$ cat config.mk
export PLATFORM = sky130hd
export DESIGN_NAME = plau_div
export DESIGN_NICKNAME = d
export VERILOG_FILES = /design/src/plau_div.sv
export SDC_FILE = /design/constraint.sdc
export NUM_CORES = 1
export LEC_CHECK = 0
export BUFFER_PORTS_ARGS = -buffer_cell sky130_fd_sc_hd__buf_4
export CAP_MARGIN = 20
export CELL_PAD_IN_SITES_DETAIL_PLACEMENT = 1
export CELL_PAD_IN_SITES_GLOBAL_PLACEMENT = 1
export CORE_MARGIN = 3
export CORE_UTILIZATION = 30
export DETAILED_ROUTE_END_ITERATION = 12
export GPL_ROUTABILITY_DRIVEN = 0
export PLACE_DENSITY = 0.56
export SLEW_MARGIN = 20
export SYNTH_ARGS = -nofsm -noshare
export SYNTH_HDL_FRONTEND = slang
export SYNTH_SLANG_ARGS = --single-unit
$ cat constraint.sdc
create_clock -name clk -period 22.3 [get_ports clk]
set_clock_uncertainty 0.05 [all_clocks]
set_input_delay 0 -clock clk [delete_from_list [all_inputs] [get_ports clk]]
set_output_delay 0 -clock clk [all_outputs]
set_load 0.005 [all_outputs]
$ cat src/plau_div.sv
// pipelined restoring divider, STEP_BITS quotient bits per stage
// no dependencies; quotient must fit in Q_W bits
`timescale 1ns / 1ps

module plau_div #(
    parameter int NUM_W     = 24,
    parameter int DEN_W     = 8,
    parameter int Q_W       = 16,
    parameter int STEP_BITS = 4
) (
    input  logic             clk,
    input  logic [NUM_W-1:0] num,
    input  logic [DEN_W-1:0] den,
    output logic [Q_W-1:0]   quo
);
    localparam int STAGES = Q_W / STEP_BITS;

    logic [NUM_W-1:0] rem_reg [STAGES];
    logic [Q_W-1:0]   q_reg   [STAGES];
    logic [DEN_W-1:0] den_reg [STAGES];

    for (genvar s = 0; s < STAGES; s++)
    begin : g_stage
        logic [NUM_W-1:0] rem_in, rem_next;
        logic [Q_W-1:0]   q_in, q_next;
        logic [DEN_W-1:0] den_in;

        if (s == 0)
        begin : g_first
            assign rem_in = num;
            assign q_in   = '0;
            assign den_in = den;
        end
        else
        begin : g_rest
            assign rem_in = rem_reg[s-1];
            assign q_in   = q_reg[s-1];
            assign den_in = den_reg[s-1];
        end

        always_comb
        begin
            logic [NUM_W-1:0] trial;
            rem_next = rem_in;
            q_next   = q_in;
            for (int k = 0; k < STEP_BITS; k++)
            begin
                trial = NUM_W'(den_in) << (Q_W - 1 - s * STEP_BITS - k);
                if (trial <= rem_next)
                begin
                    rem_next = rem_next - trial;
                    q_next[Q_W - 1 - s * STEP_BITS - k] = 1'b1;
                end
            end
        end

        always_ff @(posedge clk)
        begin
            rem_reg[s] <= rem_next;
            q_reg[s]   <= q_next;
            den_reg[s] <= den_in;
        end
    end

    assign quo = q_reg[STAGES-1];

endmodule

# [After elaboration in Yosys (flattened, before gate mapping)]
# Memories as Yosys holds them, arrays and structs flattened.
# Cells that the tools add are included.
[totals] ff_bits=0 ram_bits=192 in_bits=33 output_inout_bits=16 wordCells=67 memories=3
[memory_table] name="rem_reg" words=4 width=24 read_ports=3 rd_clocked_by_memory_dff=0 write_ports=4 line_no="18" rtl="logic [NUM_W-1:0] rem_reg [STAGES];"
[memory_table] name="q_reg" words=4 width=16 read_ports=4 rd_clocked_by_memory_dff=0 write_ports=4 line_no="19" rtl="logic [Q_W-1:0] q_reg [STAGES];"
[memory_table] name="den_reg" words=4 width=8 read_ports=3 rd_clocked_by_memory_dff=0 write_ports=4 line_no="20" rtl="logic [DEN_W-1:0] den_reg [STAGES];"
[classes] add_sub_neg=16 magnitude_cmp=16 mux=32
[op_table] cell="$mux 24" count=16
[op_table] cell="$le 10x24->1" count=1
[op_table] cell="$le 11x24->1" count=1
[op_table] cell="$le 12x24->1" count=1
[op_table] cell="$le 13x24->1" count=1
[op_table] cell="$le 14x24->1" count=1
[op_table] cell="$le 15x24->1" count=1
[op_table] cell="$le 16x24->1" count=1
[op_table] cell="$le 17x24->1" count=1
[op_table] cell="$le 18x24->1" count=1
[op_table] cell="$le 19x24->1" count=1
[op_table] cell="$le 20x24->1" count=1
[op_table] cell="$le 21x24->1" count=1
[op_table] cell="$le 22x24->1" count=1
[op_table] cell="$le 23x24->1" count=1
[op_table] cell="$le 8x24->1" count=1
[op_table] cell="$le 9x24->1" count=1
[op_table] cell="$sub 24x10->24" count=1
[op_table] cell="$sub 24x11->24" count=1
[op_table] cell="$sub 24x12->24" count=1
[op_table] cell="$sub 24x13->24" count=1
[op_table] cell="$sub 24x14->24" count=1
[op_table] cell="$sub 24x15->24" count=1
[op_table] cell="$sub 24x16->24" count=1
[op_table] cell="other kinds (10)" count=25

# [Depth between registers and ports, before layout]
# An unclocked memory read counts as a cell.
[depth] word_depth=9 depth_mapped=56

# [Least setup slack after synthesis]
# No wires, ideal clock.
[synth_path] path_kind="reg2reg" startpoint="memory den_reg[0][1]" endpoint="memory rem_reg[1][13]" arrival_ns=10.563 t_required_ns=22.129 path_slack_ns=11.566 stages_incl_launch_ff=54 path_buffers=6 path_cell_list="dfxtp_1 inv_1 ha_1 and4b_1 nand4_1 o41a_1 nor2b_1 clkbuf_1 nand3_1 clkbuf_1 mux2_2 ha_1 a21o_1 a21oi_1 nand2b_1 a21boi_0 o22ai_1 and3_1 (+18 left out) o21ai_0 fa_1 nor2b_1 o21ai_0 nand2b_1 and2_1 o21ai_0 nand2b_1 and2_1 o21ai_0 nand2b_1 or3_1 o32ai_1 nor4b_1 and2_1 clkbuf_1 inv_1 mux2_2"
[synth_lines] element="start, declared" line_no="20"
[synth_lines] element="end, declared" line_no="18"

==> flow_summary.json <==
{
  "fin_setup_tns_ps": 0,
  "hold_class": "in -> reg",
  "hold_depth": 3,
  "hpwl_mm": 34.4,
  "crit_path_end_kind": "flop",
  "synth_fp_nets": 1837,
  "cp.required_ps": 22560,
  "holdPathEnd": "rem_reg[0][13]",
  "cts_inserted_buffers": 17,
  "die_height_um": 216,
  "largest_register_ff_count": 72,
  "synthAdderAreaFrac": 0.144,
  "synth_cell_types": 93,
  "viasPerCell": 5.33,
  "cp_slowest_cell": "nor3_2",
  "fp.dieW_um": 216,
  "rrSetupSlack_ps": 8980,
  "routedWlPerCell_um": 18.0,
  "clk_latency_ps": 440,
  "fmax_mhz": 75.1,
  "synthCells": 1661,
  "yosysWarnings": 0,
  "dpl-instance-area_um2": 14200,
  "final-hold-violation-count": 0,
  "status": "completed",
  "synth_simple_gate_area_share": 0.228,
  "die-area_um2": 46600,
  "cp_slowest_stage_delay_ps": 770,
  "ys_seq_elements": 136,
  "mostFrequentLayoutCells": "nor2_1 (136), dfxtp_1 (136), ha_1 (128)",
  "antenna-diode-count": 0,
  "finalCritPeriodShare": 0.597,
  "synthArstFlopShare": 0,
  "synth_top_flop_cell": "dfxtp_1",
  "arrival_ps": 13580,
  "rr_startpoint": "den_reg[1][7]",
  "cts_tree": "yes",
  "rsz0062_at_grt": "no",
  "ant_nets": 0,
  "dr.pass1.iters": 5,
  "relSlewSlack": 0.396,
  "antenna_found_initial": 0,
  "maxCapViolCount": 0,
  "final_design_area_no_fill_um2": 15000,
  "synth_top_family_by_area": "compound AO/OA/AOI/OAI gates",
  "crit_fanout": 21,
  "grt_pass1_wl_mm": 68.5,
  "synth-compound-area-share": 0.255,
  "coreArea_um2": 43300,
  "routed-via-count": 12369,
  "htreeDepth": 4,
  "io_pins": 49,
  "ys_seq_area_frac": 0.206,
  "postCtsSetupRepairBufs": 0,
  "r2r_end": "rem_reg[2][8]",
  "drive_gt1_frac": 0.0939,
  "drt_iter0_markers": 475,
  "final_max_slew_viol_count": 0,
  "drc": 0,
  "grt_pass1_vias": 12881,
  "nNetsFinal": 1898,
  "hold_ws_ps": 55.2,
  "avgSynthCellArea_um2": 7.95,
  "totalWireLength_mm": 41.7,
  "gr-total-overflow": 0,
  "worst_setup_path_start_kind": "flop",
  "syn_area_um2": 13200,
  "area_delta_synth_final_pct": 13.5,
  "synth_edf_count": 0,
  "start_util": 0.305,
  "grt_max_degree": 24,
  "worst_pin_slew_ps": 903,
  "port_buffers": 48,
  "postLayoutSetupSlackWorst_ps": 8980,
  "setup.worst_path.class": "reg -> reg",
  "period_minus_slack_ps": 13320,
  "grt_usage": 0.179,
  "fillCellCount": 5199,
  "muxShareOfSynthArea": 0.0521,
  "reg2reg_depth": 46,
  "setup_viol": 0,
  "cts.sinks": 136,
  "clockBufferDepth": 2,
  "clockRootBuffer": "clkbuf_16",
  "post-place-ws_ps": 9030,
  "rows": 76,
  "clkSlewWorstSetupHoldPaths_ps": 60,
  "holdCritStartpoint": "num[13]",
  "synth_xor_area_frac": 0.0729,
  "crit_path_frequent_cell": "o21ai_0"
}
[synth_stat cells (15+ instances only)]
master / instances / share of area
nand2_1: 104 / 0.030
nand2b_1: 37 / 0.018
nor3_1: 40 / 0.015
mux2i_1: 23 / 0.017
xnor2_1: 69 / 0.046
nand4_1: 33 / 0.016
nor4_1: 18 / 0.0085
o31ai_1: 28 / 0.016
nand3_1: 43 / 0.016
a21o_1: 51 / 0.029
a21oi_1: 111 / 0.042
nor2_1: 136 / 0.039
clkbuf_1: 29 / 0.0082
a211oi_1: 19 / 0.011
or3_1: 21 / 0.0099
xor2_1: 41 / 0.027
o21a_1: 31 / 0.018
nor2b_1: 34 / 0.016
o21ai_0: 105 / 0.040
and2_1: 19 / 0.0090
mux2_2: 32 / 0.027
inv_1: 109 / 0.031
fa_1: 15 / 0.023
a21boi_0: 17 / 0.0097
dfxtp_1: 136 / 0.21
ha_1: 128 / 0.12
[repair_timing]
item / in CTS / in global routing
hold buffers: 21 / 0
gates resized for setup: 0 / 0
hold endpoints to repair: 22 / 0
[cell families (layout without fill, tap and decap cells)]
kind of cell	count (synthesis)	after routing
and+or+nand+nor	566	566
adders and majority gates	143	143
xor gates and xnor gates	110	110
muxes	62	62
buffers and inverters	147	221
DFF	136	136
AOI/OAI and AO/OA	497	497
[through the flow]
stage          utilization  instances
3_5_place_dp         0.329       2266
5_1_grt              0.347       2320
3_3_place_gp         0.329       2266
6_report             0.347       2320
2_1_floorplan            -       1661
4_1_cts              0.346       2319
[per-layer routing]
metal	wire length [um]	vias up	part of all wire	GRT usage
li1	-	6258	-	-
met1	20300	5931	0.49	0.241
met2	19800	144	0.47	0.308
met3	959	36	0.023	0.0249
met4	575	0	0.014	0.0359
met5	0	-	0	0
[cell type report]
class                   instances  area (um^2)  area share
well taps                     585          732      0.0488
clock buffers                  20          457      0.0305
clock inverters                12         92.6     0.00617
flip-flops and latches        136         2720       0.182
inverters                     111          419      0.0280
multi-input cells            1378         9930       0.662
repair buffers                 78          638      0.0426
[worst max-delay path by stage]
stage	from	endpoint	slack, ps	depth (start not counted)
after detailed placement	den_reg[1][7]	rem_reg[2][8]	9030	46
final	den_reg[1][7]	rem_reg[2][8]	8980	46
after floorplan	den_reg[0][1]	rem_reg[1][13]	11570	53
after global routing	den_reg[1][7]	rem_reg[2][8]	7310	46
after CTS	den_reg[1][7]	rem_reg[2][8]	8990	46
after global placement	den_reg[0][1]	rem_reg[1][13]	9510	48
[worst max-delay path, delay by kind of cell (launching register included)]
kind,cells,cell delay [ps]
AND/OR/NAND/NOR,21,6120
AO/OA/AOI/OAI,15,3650
adder cells (fa/ha/maj),4,1380
buffers and inverters,4,840
multiplexers,2,820
flip-flops,1,310
Power is left out: the tool's default activity adds up to more than one toggle a clock period on the data nets, which glitch-free logic cannot reach.
