===== src/plau_pkg.sv =====
// shared types and constants for the pixel lightness adjust block
// used by the top level, plau_cfg and plau_trip; depends on nothing
`timescale 1ns / 1ps

package plau_pkg;

    typedef struct packed {
        logic [7:0] red_in;
        logic [7:0] green_in;
        logic [7:0] blue_in;
    } pixel_in_t;

    typedef struct packed {
        logic [7:0] red_out;
        logic [7:0] green_out;
        logic [7:0] blue_out;
    } pixel_out_t;

    typedef struct packed {
        logic signed [15:0] lighting_factor;
        logic               rgb_mode;
    } cfg_t;

    // register map
    localparam int CFG_ADDR_W = 3;
    localparam logic REG_FACTOR = 1'b0;
    localparam logic REG_MODE   = 1'b1;

    // hue in degrees with 8 fraction bits
    localparam int HUE_W = 17;
    localparam logic [HUE_W-1:0] DEG60  = 17'd15360;
    localparam logic [HUE_W-1:0] DEG120 = 17'd30720;
    localparam logic [HUE_W-1:0] DEG180 = 17'd46080;
    localparam logic [HUE_W-1:0] DEG240 = 17'd61440;
    localparam logic [HUE_W-1:0] DEG300 = 17'd76800;
    localparam logic [HUE_W-1:0] DEG360 = 17'd92160;

    // 65535 is one in the 16-bit fraction format
    localparam logic [16:0] ONE_FRAC = 17'd65535;

    // channel rebuild divides by 15 * 257; 2^32 - 1 = 3855 * 1114129
    localparam logic [11:0] DIV_3855   = 12'd3855;
    localparam logic [20:0] RECIP_3855 = 21'd1114129;

    // pipelined divider geometry
    localparam int DIV_NUM_W     = 24;
    localparam int DIV_DEN_W     = 8;
    localparam int DIV_Q_W       = 16;
    localparam int DIV_STEP_BITS = 4;
    localparam int DIV_LAT       = DIV_Q_W / DIV_STEP_BITS;

    // channel rebuild pipeline depth
    localparam int TRIP_LAT = 3;

endpackage


===== src/plau_trip.sv =====
// one channel of the hls rebuild: hue weight, blend, scale to 8 bits
// depends on plau_pkg; three register stages
`timescale 1ns / 1ps

module plau_trip (
    input  logic                        clk,
    input  logic [15:0]                 t1,
    input  logic [15:0]                 t2,
    input  logic [plau_pkg::HUE_W-1:0]  hue,
    output logic [7:0]                  level
);
    import plau_pkg::*;

    logic [HUE_W-1:0] w_full;
    logic [13:0]      w;
    logic [29:0]      num_next, num_reg;
    logic [19:0]      z;
    logic [40:0]      prod_next, prod_reg;
    logic [19:0]      z_reg;
    logic [8:0]       q0;
    logic [20:0]      rem;
    logic [9:0]       q;
    logic [7:0]       level_next, level_reg;

    // piecewise hue weight
    always_comb
    begin
        if (hue < DEG60)
            w_full = hue;
        else if (hue < DEG180)
            w_full = DEG60;
        else if (hue < DEG240)
            w_full = DEG240 - hue;
        else
            w_full = '0;
        w = w_full[13:0];
    end

    assign num_next = 30'(t1) * 30'(DEG60) + 30'(t2 - t1) * 30'(w);

    // divide by 15360 * 257: drop 10 bits, then reciprocal of 3855
    assign z         = num_reg[29:10];
    assign prod_next = 41'(z) * 41'(RECIP_3855);

    assign q0  = prod_reg[40:32];
    assign rem = 21'(z_reg) - 21'(q0) * 21'(DIV_3855);
    assign q   = 10'(q0) + ((rem >= 21'(DIV_3855)) ? 10'd1 : 10'd0);
    assign level_next = (q > 10'd255) ? 8'd255 : q[7:0];

    always_ff @(posedge clk)
    begin
        num_reg   <= num_next;
        prod_reg  <= prod_next;
        z_reg     <= z;
        level_reg <= level_next;
    end

    assign level = level_reg;

endmodule

===== config.mk =====
export PLATFORM = sky130hd
export DESIGN_NAME = plau_trip
export DESIGN_NICKNAME = d
export VERILOG_FILES = /design/src/plau_pkg.sv /design/src/plau_trip.sv
export SDC_FILE = /design/constraint.sdc
export NUM_CORES = 1
export LEC_CHECK = 0
export ABC_AREA = 1
export BUFFER_PORTS_ARGS = -buffer_cell sky130_fd_sc_hd__buf_2
export CAP_MARGIN = 20
export CORE_UTILIZATION = 60
export DETAILED_ROUTE_END_ITERATION = 10
export PLACE_DENSITY = 0.91
export SLEW_MARGIN = 20
export SYNTH_ARGS = -nofsm -noshare
export SYNTH_HDL_FRONTEND = slang
export SYNTH_SLANG_ARGS = --single-unit

===== constraint.sdc =====
create_clock -name clk -period 7.5 [get_ports clk]
set_input_delay 0.75 -clock clk [delete_from_list [all_inputs] [get_ports clk]]
set_output_delay 0.75 -clock clk [all_outputs]
set_load 0.005 [all_outputs]

Word-level counts from Yosys, hierarchy flattened:

Cells that the tools add are included.

* $mul: 4
* add/sub/neg operators: 5
* $lt $le $gt $ge: 5
* muxes and demuxes: 4

Operator list (count)
* $mux W14: 3
* $mul A20 B21 Y41 const B: 1
* $lt A17 B16 Y1 const B: 2
* $add A30 B30 Y30: 1
* $mul A17 B15 Y30: 1
* $ge A21 B12 Y1 const B: 1
* $mul A9 B12 Y21 const B: 1
* $sub A20 B21 Y21: 1
* $mul A16 B4 Y20 const B: 1
* $lt A17 B14 Y1 const B: 1
* $sub A16 B16 Y17: 1
* $sub A14 B14 Y14 const A: 1
* $add A9 B1 Y10: 1
* $gt A10 B8 Y1 const B: 1
* $mux W1: 1

* word-level logic and storage cells: 22
* output and inout port bits: 8
* bits of input ports: 50
* bits in registers: 99

Logic depth before layout (Yosys ltp):

* depth after elaboration: 6
* mapped depth: 42
* gate-level depth less buffers: 42

Worst setup path after synthesis:

OpenSTA, ideal clock, no wires.

* kind: input -> register
* from: input t2[0]
* to: register num_reg[28]
* setup slack: -9 ps
* buffers on the path: 0
* arrival: 7397 ps
* required time: 7388 ps
* setup time: 112 ps
* cell stages on the path: 31
* path through: inv_1 -> ha_1 -> inv_1 -> fa_1 -> nand3_1 -> nand2_1 -> nand2_1 -> nand2_1 -> a21oi_2 -> inv_1 -> nor2_1 -> inv_1 -> fa_1 -> inv_1 -> fa_1 -> inv_1 -> fa_1 -> fa_1 -> fa_1 -> inv_1 -> fa_1 -> ha_1 -> nand2_1 -> nor2_1 -> inv_1 -> nor4_1 -> nand2_2 -> nand2_2 -> nand2_2 -> nand3_1 -> nand2_1

* longest elaborated chain between the ends: 3

RTL lines
* start, declared: line plau_trip.sv:8 `input logic [15:0] t2,`
* $sub A16 B16 Y17: line plau_trip.sv:39 `assign num_next = 30'(t1) * 30'(DEG60) + 30'(t2 - t1) * 30'(w);`
* $mul A17 B15 Y30: line plau_trip.sv:39
* $add A30 B30 Y30: line plau_trip.sv:39
* via num_next[28]: line plau_trip.sv:16 `logic [29:0] num_next, num_reg;`
* end signal, assigned: line plau_trip.sv:52 `num_reg <= num_next;`
* end, declared: line plau_trip.sv:16

The timed path passes the listed nets, and every way through them passes these cells.
A chain may end at the register's enable or synchronous reset.

Worst setup path after layout:

* from: input t1[8]
* to: register num_reg[29]

* longest elaborated chain between the ends: 3
* elaborated cells on any way between the ends: 4
* classes of those cells: add/sub (2); mul (2)

RTL lines
* start, declared: line plau_trip.sv:7 `input logic [15:0] t1,`
* $sub A16 B16 Y17: line plau_trip.sv:39
* $mul A17 B15 Y30: line plau_trip.sv:39
* $add A30 B30 Y30 *: line plau_trip.sv:39
* via num_next[29]: line plau_trip.sv:16

The timed path passes the listed nets; every way through them passes the cells marked *.

==> metrics.csv <==
stage,metric,value,unit
status,status,"finished, final reports clean",
yosys,"Avg Cell Area, Syn",7.92,µm²
route,Pre-antenna DRT Iters,6,
finish,Antenna Diode Count,0,
route,Vias,16200,
yosys,synthesized area,18600,µm²
clock_network,"Clk Latency, worst-skew pair",0.33,ns
critical_path,Worst Path Arrival,7.47,ns
floorplanning,core area,30500,µm²
grt,pin count of the biggest net entering global routing,20,
grt,initial antenna violation count,0,
clock_network,Max clock buf depth,2,
placed_design,gpl congestion,1.01,
critical_path,Setup CP Type,input pin to register,
timing,Max Fclk,138,MHz
grt,vias in the first global route,17500,
timing,Max Slew Vio Count,0,
yosys,Main synth FF type,dfxtp_1,
clock_network,H-tree depth,3,
timing,Final period util,0.966,
timing,setup ws final,0.252,ns
timing,Sum Neg Setup Slack,0,ns
timing,worst rel slew slack,0.323,
floorplanning,Initial Utilization,0.610,
floorplanning,Die Y,178,µm
finish,Final Net Count,3128,
clock_network,Post-CTS Hold Fix Bufs,0,
yosys,post-synthesis cell type count,53,
critical_path,worst-path fanout max,7,
yosys,sequential fraction of the synthesis area,0.0613,
critical_path,"most used cell, CP",nand2_1,
finish,Post-Layout Cell Count,2885,
yosys,ys async rst share,0,
placed_design,# placed instances,2861,
critical_path,Reg2Reg Setup Slack,0.69,ns
route,routed length per instance,17.3,µm
grt,first-pass GRT wire length,82.0,mm
timing,Worst Max-Slew Pin Slew,1.00,ns
floorplanning,total die area,31700,µm²
timing,min Tclk post-route,7.25,ns
route,drt initial violations,1149,
critical_path,crit path to,num_reg[29]$_DFF_P_,
yosys,syn nets,2992,
placed_design,Post-DP Area,19900,µm²
floorplanning,Die W,178,µm
critical_path,critical path required time,7.72,ns
placed_design,hpwl dp,42.5,mm
critical_path,largest stage delay on the critical path,0.56,ns
timing,final hold vios,0,
grt,global-route usage over all layers,0.330,
timing,clock skew,0.00891,ns
route,Post-DRT Antenna Nets,0,
critical_path,Crit-path slowest cell,fa_1,
grt,gr ovfl total,0,
critical_path,worst r2r path cells,28,
route,DRC violations left,0,
floorplanning,row cnt,64,
min_path,Hold Startpoint,num_reg[21]$_DFF_P_,
placed_design,input/output buffers,57,
min_path,worst min-delay path class,register to register,
yosys,"EDFF count, synth",0,
critical_path,critical path endpoint category,register,
timing,RSZ-0062 raised after global routing,true,
clock_network,# clock sinks,57,
yosys,Yosys Warn Count,0,
critical_path,CP Launch Point,t1[8],
critical_path,RR Endpoint,level[3]$_SDFF_PN1_,
critical_path,startpoint types,input pin,
clock_network,cts bufs inserted,9,
critical_path,RR Startpoint,prod_reg[33]$_DFF_P_,
clock_network,Root Driver,clkbuf_16,
finish,post-route cell area,20500,µm²
route,final wirelength,50.0,mm
placed_design,dpl ws,-0.0927,ns
clock_network,CTS tree,done,
finish,Area Overhead vs Synth,10.0,%
clock_network,Worst-path clk slew,0.05,ns
finish,layout cell share with drive strength beyond 1,0.0916,
job,total of max-cap violations,0,
route,Via density,5.61,
yosys,Yosys reg bits,57,
floorplanning,Top Ports,58,
timing,final setup fails,0,
yosys,Post-Synthesis Cells,2348,
metal layers:
layer  wire length [µm]  up-vias  track usage
met5                  0        -            0
met4               2940        0        0.178
met3               3710      221       0.0567
met2              24900      721        0.596
met1              18500     7797        0.369
li1                   -     7439            -
what timing repair did:
item | CTS | global route
hold endpoints to repair | 0 | 0
setup endpoints to repair | 0 | 14
buffers inserted | 0 | 7
resized for setup | 0 | 33
synth_stat cells (14+ instances only):
library cell,n,area share
inv_1,575,0.12
nand2_1,420,0.085
fa_1,319,0.34
ha_1,275,0.18
nor2_1,215,0.043
a21oi_1,92,0.025
nand3_1,82,0.022
dfxtp_1,57,0.061
xor2_1,57,0.027
o21ai_0,44,0.012
xnor2_1,23,0.011
nor3_1,21,0.0057
a21o_1,18,0.0073
a31oi_1,15,0.0050
nand4_1,14,0.0047
worst min-delay path by stage:
| stage | to | slack [ns] | cells after the start |
|---|---|---|---|
| detailed placement | z_reg[11]$_DFF_P_ | 0.39 | 0 |
| global route | z_reg[11]$_DFF_P_ | 0.41 | 0 |
| CTS | z_reg[11]$_DFF_P_ | 0.40 | 0 |
| floorplan | z_reg[0]$_DFF_P_ | 0.35 | 0 |
| global placement | z_reg[11]$_DFF_P_ | 0.39 | 0 |
| finish | z_reg[11]$_DFF_P_ | 0.40 | 0 |
worst max-delay path: cells and delay by family:
kind                     cells  cell delay [ns]
adder cells (fa/ha/maj)      8             3.75
buffers and inverters        8             0.76
AND/OR/NAND/NOR             16             1.55
AO/OA/AOI/OAI                3             0.65
kinds of logic (layout without fill, tap and decap cells):
| logic type | Yosys count | in the layout | synth area share |
|---|---|---|---|
| compound gates | 223 | 223 | 0.0714 |
| xor+xnor | 80 | 80 | 0.0377 |
| fa+ha+maj | 594 | 594 | 0.528 |
| buf+inv | 597 | 738 | 0.121 |
| flops | 57 | 57 | 0.0613 |
| simple gates | 797 | 797 | 0.180 |
final cells by class:
| class | count | area (µm²) |
|---|---|---|
| clock buffer | 11 | 253 |
| clock inverter | 5 | 62.6 |
| sequential | 57 | 1140 |
| multi-input combinational | 1694 | 15400 |
| tap | 396 | 495 |
| inverter | 582 | 2200 |
| fill | 2332 | 10000 |
| timing repair buffer | 140 | 931 |
stage by stage:
stage | utilization | hold slack, ns
after CTS | 0.663 | 0.397
after floorplan | - | 0.352
after global routing | 0.671 | 0.406
final | 0.671 | 0.397
after global placement | 0.652 | 0.390
after detailed placement | 0.652 | 0.387
cell usage in the layout, fill, tap and decap left out, drive strengths merged, types with 2 or more instances in the layout:
master,n
inv,577
nand2,435
fa,319
ha,275
nor2,222
buf,140
a21oi,94
nand3,86
dfxtp,57
xor2,57
o21ai,48
xnor2,23
nor3,21
a21o,18
a31oi,15
nand4,15
o21bai,11
clkbuf,11
o21a,7
or2,7
nor4,5
a211oi,5
clkinv,5
o211ai,4
o31ai,4
a21boi,4
clkinvlp,4
o2111ai,3
a31o,3
nand3b,3
o221ai,2
a221oi,2
Power is left out: the tool's default activity adds up to more than one toggle a clock period on the data nets, which glitch-free logic cannot reach.
