### src/plau_pkg.sv
// shared types and constants for the pixel lightness adjust block
// used by the top level, plau_cfg and plau_trip; depends on nothing
`timescale 1ns / 1ps

package plau_pkg;

    typedef struct packed {
        logic [7:0] red_in;
        logic [7:0] green_in;
        logic [7:0] blue_in;
    } pixel_in_t;

    typedef struct packed {
        logic [7:0] red_out;
        logic [7:0] green_out;
        logic [7:0] blue_out;
    } pixel_out_t;

    typedef struct packed {
        logic signed [15:0] lighting_factor;
        logic               rgb_mode;
    } cfg_t;

    // register map
    localparam int CFG_ADDR_W = 3;
    localparam logic REG_FACTOR = 1'b0;
    localparam logic REG_MODE   = 1'b1;

    // hue in degrees with 8 fraction bits
    localparam int HUE_W = 17;
    localparam logic [HUE_W-1:0] DEG60  = 17'd15360;
    localparam logic [HUE_W-1:0] DEG120 = 17'd30720;
    localparam logic [HUE_W-1:0] DEG180 = 17'd46080;
    localparam logic [HUE_W-1:0] DEG240 = 17'd61440;
    localparam logic [HUE_W-1:0] DEG300 = 17'd76800;
    localparam logic [HUE_W-1:0] DEG360 = 17'd92160;

    // 65535 is one in the 16-bit fraction format
    localparam logic [16:0] ONE_FRAC = 17'd65535;

    // channel rebuild divides by 15 * 257; 2^32 - 1 = 3855 * 1114129
    localparam logic [11:0] DIV_3855   = 12'd3855;
    localparam logic [20:0] RECIP_3855 = 21'd1114129;

    // pipelined divider geometry
    localparam int DIV_NUM_W     = 24;
    localparam int DIV_DEN_W     = 8;
    localparam int DIV_Q_W       = 16;
    localparam int DIV_STEP_BITS = 4;
    localparam int DIV_LAT       = DIV_Q_W / DIV_STEP_BITS;

    // channel rebuild pipeline depth
    localparam int TRIP_LAT = 3;

endpackage

### src/plau_cfg.sv
// apb register file: lighting factor and mode
// depends on plau_pkg
`timescale 1ns / 1ps

module plau_cfg (
    input  logic                             clk,
    input  logic                             rst_n,
    input  logic                             psel,
    input  logic                             penable,
    input  logic                             pwrite,
    input  logic [plau_pkg::CFG_ADDR_W-1:0]  paddr,
    input  logic [31:0]                      pwdata,
    output logic [31:0]                      prdata,
    output logic                             pready,
    output plau_pkg::cfg_t                   cfg
);
    import plau_pkg::*;

    logic signed [15:0] factor_reg, factor_next;
    logic               mode_reg, mode_next;
    logic               wr_en;
    logic               reg_idx;

    assign pready  = 1'b1;
    assign wr_en   = psel & penable & pwrite & pready;
    assign reg_idx = paddr[CFG_ADDR_W-1];

    always_comb
    begin
        factor_next = factor_reg;
        mode_next   = mode_reg;
        if (wr_en)
        begin
            unique case (reg_idx)
                REG_FACTOR: factor_next = $signed(pwdata[15:0]);
                REG_MODE:   mode_next   = pwdata[0];
                default:    ;
            endcase
        end
    end

    always_comb
    begin
        unique case (reg_idx)
            REG_FACTOR: prdata = {{16{factor_reg[15]}}, factor_reg};
            REG_MODE:   prdata = {31'd0, mode_reg};
            default:    prdata = 32'd0;
        endcase
    end

    always_ff @(posedge clk or negedge rst_n)
    begin
        if (!rst_n)
        begin
            factor_reg <= '0;
            mode_reg   <= 1'b1;
        end
        else
        begin
            factor_reg <= factor_next;
            mode_reg   <= mode_next;
        end
    end

    assign cfg.lighting_factor = factor_reg;
    assign cfg.rgb_mode        = mode_reg;

endmodule

### config.mk
export PLATFORM = sky130hd
export DESIGN_NAME = plau_cfg
export DESIGN_NICKNAME = d
export VERILOG_FILES = /design/src/plau_pkg.sv /design/src/plau_cfg.sv
export SDC_FILE = /design/constraint.sdc
export NUM_CORES = 1
export LEC_CHECK = 0
export BUFFER_PORTS_ARGS = -buffer_cell sky130_fd_sc_hd__buf_4
export CORE_MARGIN = 2
export CORE_UTILIZATION = 39
export DETAILED_ROUTE_END_ITERATION = 10
export PLACE_DENSITY = 0.9
export SETUP_SLACK_MARGIN = 0.3
export SLEW_MARGIN = 25
export SYNTH_ARGS = -nofsm -noshare
export SYNTH_HDL_FRONTEND = slang
export SYNTH_SLANG_ARGS = --single-unit
### constraint.sdc
create_clock -name clk -period 3.86 [get_ports clk]
set_clock_uncertainty 0.1 [all_clocks]
set_input_delay 0.965 -clock clk [delete_from_list [all_inputs] [get_ports clk]]
set_output_delay 0.965 -clock clk [all_outputs]
set_load 0.05 [all_outputs]
=== Yosys cells after proc, flatten, opt, wreduce, memory -nomap -nowiden ===
Cells that the tools add are included.

* Bits in registers: 17
* Bits of input ports: 40
* Output and inout port bits: 50
* Word-level logic and storage cells: 8

* Multiplexer cells: 1
* Bitwise operators: 3
* Reduce and logical (&&, ||, !) cells: 2

{| class="wikitable"
|+ Operators with widths
! kind !! number
|-
| one-hot mux 32 bit (2 select lines) || 1
|-
| AND reduction 2 bit || 2
|-
| bitwise AND 1 bit || 2
|-
| inverter 1 bit || 1
|}

=== Depth between registers and ports, before layout ===
Gate-level depths: netlist (run 1).

* Depth in word-level cells: 3
* Gate-level depth with buffers: 3
* Gate-level depth less buffers: 2

=== Worst setup path after synthesis (run 1) ===
OpenSTA, ideal clock, no wires.

* Path kind: input to output
* Start: input paddr[2] (netlist bit)
* End: output prdata[16]
* Arrival time: 1.999 ns
* Data required time: 2.795 ns
* Path slack: 0.796 ns
* Cell stages on the path: 2
* Path buffers: 1
* Cell sequence: and2b_1 -> buf_4

* Longest elaborated chain between the ends: 2

{| class="wikitable"
|+ RTL lines
! item !! line !! text
|-
| from (decl) || plau_cfg.sv:11 || <nowiki>input logic [plau_pkg::CFG_ADDR_W-1:0] paddr,</nowiki>
|-
| inverter 1 bit || n/a ||
|-
| one-hot mux 32 bit (2 select lines) (*) || plau_cfg.sv:44 || <nowiki>unique case (reg_idx)</nowiki>
|-
| to (decl) || plau_cfg.sv:13 || <nowiki>output logic [31:0] prdata,</nowiki>
|}

Every way passes the cells marked *; elsewhere a longest branch is shown, timed or not.

=== Worst setup path after layout (run 1) ===
* Start: input paddr[2] (netlist bit)
* End: output prdata[24]

Same word-level chain as after synthesis.

==> impl_metrics.csv, run 1 <==
group,metric,value,unit
layout,largest_reg_flops,16,
die,io_pins,90,
die,fp-row-count,17,
die,core,2250,µm²
grt,grt_overflow,0,
job,max_cap_viol_count,0,
clocking,htreeDepth,1,
drt,ant_nets,0,
grt,grt_first_pass_wirelength,3040,µm
sta,drv_slew,0,
drt,first_pass_iters,4,
clocking,insertion_delay,0.28,ns
sta,fmax,335,MHz
layout,area_growth,45.9,%
sta,setup_ws,0.878,ns
drt,totalWireLength,2050,µm
clocking,cts_resized,0,
synth,synthAdderAreaFrac,0,
layout,instances_no_fill,155,
grt,grt_max_degree,19,
drt,drt-initial-drc-count,1,
synth,yosys_warnings,0,
placed_design,hpwl,1560,µm
clocking,cts_max_path_buffers,2,
drt,wire_per_inst,13.2,µm
synth,avgSynthCellArea,13.0,µm²
layout,multi_input_area,374,µm²
grt,antenna_found_initial,0,
synth,synth-seq-cells,17,
sta,hold_viol,0,
drt,routed_via_density,4.72,
status,outcome,"finished, final reports clean",
worst_setup_path,cp_top_family,"simple AND/OR/NAND/NOR gates",
clocking,cts_made_buffers,3,
worst_setup_path,critPathMaxStageDelay,0.49,ns
hold_path,hold_path.class,"primary input to asynchronous set/reset pin",
clocking,cts.sinks,17,
synth,yosysSeqAreaShare,0.449,
die,die_area,2850,µm²
worst_setup_path,cp_common_cell,"buf_4",
synth,netlist_instances,73,
synth,synth_top_family_by_area,"multiplexers",
pwr,p_comb_frac,0.617,
worst_setup_path,reg2regPathDepth,1,
placed_design,post-place-ws,0.855,ns
layout,num-nets-final,168,
layout,drive_gt1_frac,0.732,
pwr,powerDensity,645,nW/µm²
worst_setup_path,cp_num_buf_inv,2,
worst_setup_path,cp_data_arrival_time,1.92,ns
placed_design,place_inst,151,
die,initial_core_util,0.422,
pwr,seq_power_share,0.279,
sta,rsz0062_at_grt,"no",
clocking,cts_tree,"done",
pwr,finalPower,896,µW
pwr,pwr-share-clk,0.104,
worst_setup_path,worstSetupStartpointType,"primary input",
sta,setup_viol,0,
placed_design,gp_congestion,0.646,
synth,syn_area,951,µm²
worst_setup_path,rrSetupSlack,2.97,ns
pwr,p_int,437,µW
worst_setup_path,path_max_fanout,18,
clocking,cts.clk_slew.worst_paths,0.10,ns
sta,fin_tns_setup,0,ns
synth,synth_compound_area_frac,0,
placed_design,place.port_buffers,70,
layout,nFillCells,196,
worst_setup_path,crit_slowest_cell,"and2b_1",
pwr,power_switching,459,µW
clocking,clockRootBuffer,"clkbuf_4",
layout,seqCellArea,427,µm²
worst_setup_path,cp.depth,3,
worst_setup_path,r2r_end,"factor_reg[3]",
pwr,switching_share,0.512,
synth,yosys.area_share.xor_xnor,0,
clocking,cts_setup_buffers,0,
drt,route.vias.total,731,
synth,synthesis.nets,113,
sta,period_share,0.773,
worst_setup_path,cp.required,2.79,ns
worst_setup_path,rr_startpoint,"factor_reg[3]",
die,fp.dieW,53.4,µm
die,die_h,53.4,µm
layout,antenna_cells_inserted,0,
worst_setup_path,path_class,"primary input to output pin",
pwr,ir_drop,0.360,mV
sta,period_needed,2.98,ns
drt,drc,0,
worst_setup_path,cp-end-kind,"output pin",
worst_setup_path,crit_chain,"buf_4, and2b_1, buf_4",
synth,synthSimpleGateAreaFrac,0.137,
grt,grt_use_total,0.150,
pwr,p_leak,0.000766,µW
synth,muxShareOfSynthArea,0.253,
synth,ys_types,12,
clocking,cts_hold_buf,0,
grt,grt_pass1_vias,666,
==> metrics by stage <==
step           instance area [µm²]  utilization  hold slack, ns
6_report                      1390        0.615           0.420
5_1_grt                       1390        0.615           0.429
4_1_cts                       1390        0.615           0.422
3_5_place_dp                  1360        0.604           0.417
3_3_place_gp                  1360        0.604           0.407
2_1_floorplan                  951            -           0.510
==> area by class of cell <==
class                   instances  share of cell area
flip-flops and latches         17               0.307
multi-input cells              36               0.270
clock buffers                   4              0.0189
well taps                      28              0.0252
repair buffers                 70               0.379
==> power by group through the flow <==
stage,registers [µW],logic [µW],clock network (µW)
after floorplan,378,293,0
after global placement,249,552,0
after detailed placement,252,557,0
after CTS,250,557,95.1
after global routing,256,573,103
final,250,553,92.7
==> worst max-delay path by stage <==
stage                             to      from
final                     prdata[24]  paddr[2]
after global routing      prdata[19]  paddr[2]
after CTS                 prdata[24]  paddr[2]
after detailed placement  prdata[24]  paddr[2]
after global placement    prdata[16]  paddr[2]
after floorplan           prdata[16]  paddr[2]
==> Yosys cell counts <==
library cell | instances | share of area
buf_4 | 18 | 0.14
dfrtp_1 | 16 | 0.42
mux2_4 | 10 | 0.16
nor2b_1 | 10 | 0.066
mux2_2 | 8 | 0.095
and2b_1 | 5 | 0.039
buf_6 | 1 | 0.012
clkbuf_1 | 1 | 0.0039
conb_1 | 1 | 0.0039
dfstp_2 | 1 | 0.028
nand4_1 | 1 | 0.0066
nand4b_4 | 1 | 0.025
==> layout by cell type, fill, tap and decap left out <==
cell type and instances:
and2b_1 5, nor2b_1 10, conb_1 1, nand4b_4 1, dfstp_2 1, buf_4 70, clkbuf_1 1, clkbuf_4 3
mux2_4 10, dfrtp_1 16, mux2_2 8, nand4_1 1
==> kinds of logic after synthesis <==
kind of cell,count (synthesis)
other,1
AND/OR/NAND/NOR,17
multiplexers,18
buffers and inverters,20
flip-flops,17
==> per-layer routing <==
layer	share of wire	track usage	routed length (µm)	vias to the layer above
met1	0.36	0.163	740	348
met4	0.0063	0.0385	13	0
met3	0.11	0.0282	216	2
met2	0.53	0.290	1080	51
met5	0	0	0	-
li1	-	-	-	330
No activity file was read; power rests on OpenSTA's default activity.
==> run 2: changes to the inputs <==
--- a/config.mk
+++ b/config.mk
@@ -6,10 +6,11 @@
 export NUM_CORES = 1
 export LEC_CHECK = 0
 export BUFFER_PORTS_ARGS = -buffer_cell sky130_fd_sc_hd__buf_4
+export CORE_ASPECT_RATIO = 2
 export CORE_MARGIN = 2
-export CORE_UTILIZATION = 39
+export CORE_UTILIZATION = 36
 export DETAILED_ROUTE_END_ITERATION = 10
-export PLACE_DENSITY = 0.9
+export PLACE_DENSITY = 0.84
 export SETUP_SLACK_MARGIN = 0.3
 export SLEW_MARGIN = 25
 export SYNTH_ARGS = -nofsm -noshare
==> constraint.sdc (replaced) <==
create_clock -name clk -period 3 [get_ports clk]
set_clock_uncertainty 0.1 [all_clocks]
set_input_delay 0.75 -clock clk [delete_from_list [all_inputs] [get_ports clk]]
set_output_delay 0.75 -clock clk [all_outputs]
set_load 0.05 [all_outputs]
==> impl_metrics.csv, run 2 (synthesis results as in run 1) <==
group,metric,value,unit
status,outcome,"finished, final reports clean",
worst_setup_path,crit_slowest_cell,"and2b_1",
sta,setup_viol,0,
worst_setup_path,cp_num_buf_inv,2,
drt,routed_via_density,4.63,
clocking,cts_tree,"done",
worst_setup_path,worstSetupStartpointType,"primary input",
grt,grt_max_degree,19,
hold_path,hold_path.class,"primary input to asynchronous set/reset pin",
layout,final_cell_area,1410,µm²
sta,hold_viol,0,
drt,drc,0,
die,io_pins,90,
drt,totalWireLength,2120,µm
die,die_area,3090,µm²
worst_setup_path,path_max_fanout,18,
job,max_cap_viol_count,0,
grt,grt_first_pass_wirelength,3060,µm
layout,final_cell_mix,"70 x buf_4, 16 x dfrtp_1, 10 x nor2b_1, 10 x mux2_4, 8 x mux2_2",
worst_setup_path,cp-end-kind,"output pin",
clocking,cts_max_path_buffers,2,
grt,grt_overflow,0,
worst_setup_path,crit_chain,"buf_4, and2b_1, buf_4",
placed_design,placed_area,1360,µm²
sta,hold_slack,0.253,ns
placed_design,gp_congestion,0.729,
worst_setup_path,rr_startpoint,"factor_reg[2]",
worst_setup_path,cp_data_arrival_time,1.73,ns
worst_setup_path,path_class,"primary input to output pin",
clocking,cts_setup_buffers,0,
die,fp.dieW,40.3,µm
clocking,insertion_delay,0.25,ns
layout,layout_commonest_cell,"buf_4",
sta,period_share,0.859,
drt,wire_per_inst,13.7,µm
sta,rsz0062_at_grt,"no",
die,core,2540,µm²
clocking,cts.sinks,17,
placed_design,post-place-ws,0.409,ns
die,die_h,76.7,µm
sta,setup_ws,0.423,ns
placed_design,hpwl,1660,µm
worst_setup_path,cp.required,2.15,ns
worst_setup_path,critPathMaxStageDelay,0.50,ns
drt,route.vias.total,718,
sta,period_needed,2.58,ns
grt,antenna_found_initial,0,
pwr,powerDensity,852,nW/µm²
layout,area_growth,48.0,%
pwr,ir_drop,0.458,mV
clocking,cts.clk_slew.worst_paths,0.06,ns
worst_setup_path,cp_top_family,"simple AND/OR/NAND/NOR gates",
sta,fin_tns_setup,0,ns
pwr,p_leak,0.000776,µW
layout,antenna_cells_inserted,0,
drt,drt-initial-drc-count,5,
worst_setup_path,reg2regPathDepth,1,
clocking,cts_hold_buf,0,
placed_design,place.port_buffers,70,
grt,grt_use_total,0.137,
die,initial_core_util,0.375,
layout,final_util,0.555,
clocking,clockRootBuffer,"clkbuf_8",
die,fp-row-count,26,
sta,drv_slew,0,
clocking,htreeDepth,1,
drt,ant_nets,0,
clocking,cts_made_buffers,3,
layout,num-nets-final,168,
clocking,cts_resized,0,
sta,fmax,388,MHz
grt,grt_pass1_vias,672,
drt,first_pass_iters,2,
worst_setup_path,rrSetupSlack,2.12,ns
worst_setup_path,r2r_end,"factor_reg[2]",
worst_setup_path,cp_common_cell,"buf_4",
layout,drive_gt1_frac,0.740,
layout,nFillCells,236,
layout,largest_reg_flops,16,
==> run 2: cell types whose count changed in the layout (fill, tap and decap cells not counted) <==
cell,change
clkbuf_4,-3
clkbuf_8,+3
clkinv_2,+1
clkbuf_1,-1
==> run 2: per-stage QoR <==
| stage | std cells | total power [µW] |
|---|---|---|
| floorplan | 73 | 864 |
| global placement | 151 | 1030 |
| detailed placement | 151 | 1040 |
| CTS | 155 | 1210 |
| global route | 155 | 1250 |
| finish | 155 | 1200 |
==> run 2: routing by layer <==
metal  GRT usage  share of wire  vias to the layer above
met4      0.0400         0.0076                        0
met5           0              0                        -
met3      0.0202           0.12                        2
met2       0.257           0.57                       54
li1            -              -                      327
met1       0.138           0.31                      335
==> run 2: where the power goes <==
| group | internal [µW] | switching [µW] |
|---|---|---|
| Clock | 91.9 | 72.7 |
| Sequential | 283 | 38.6 |
| Combinational | 229 | 484 |
| Total | 603 | 596 |
==> run 2: final cells by class <==
cell class                      count  area, µm²  share of cell area
Tap cell                           28       35.0              0.0249
Timing Repair Buffer               70        526               0.373
Sequential cell                    17        427               0.303
Clock inverter                      1       5.00             0.00356
Multi-Input combinational cell     36        374               0.266
Clock buffer                        3       41.3              0.0293
==> run 2: worst max-delay path by stage <==
stage	start	endpoint	slack [ns]	cells after the start
2_1_floorplan	paddr[2]	prdata[16]	0.37	2
3_3_place_gp	paddr[2]	prdata[31]	0.45	3
3_5_place_dp	paddr[2]	prdata[27]	0.41	3
4_1_cts	paddr[2]	prdata[27]	0.40	3
5_1_grt	paddr[2]	prdata[29]	0.32	3
6_report	paddr[2]	prdata[27]	0.42	3
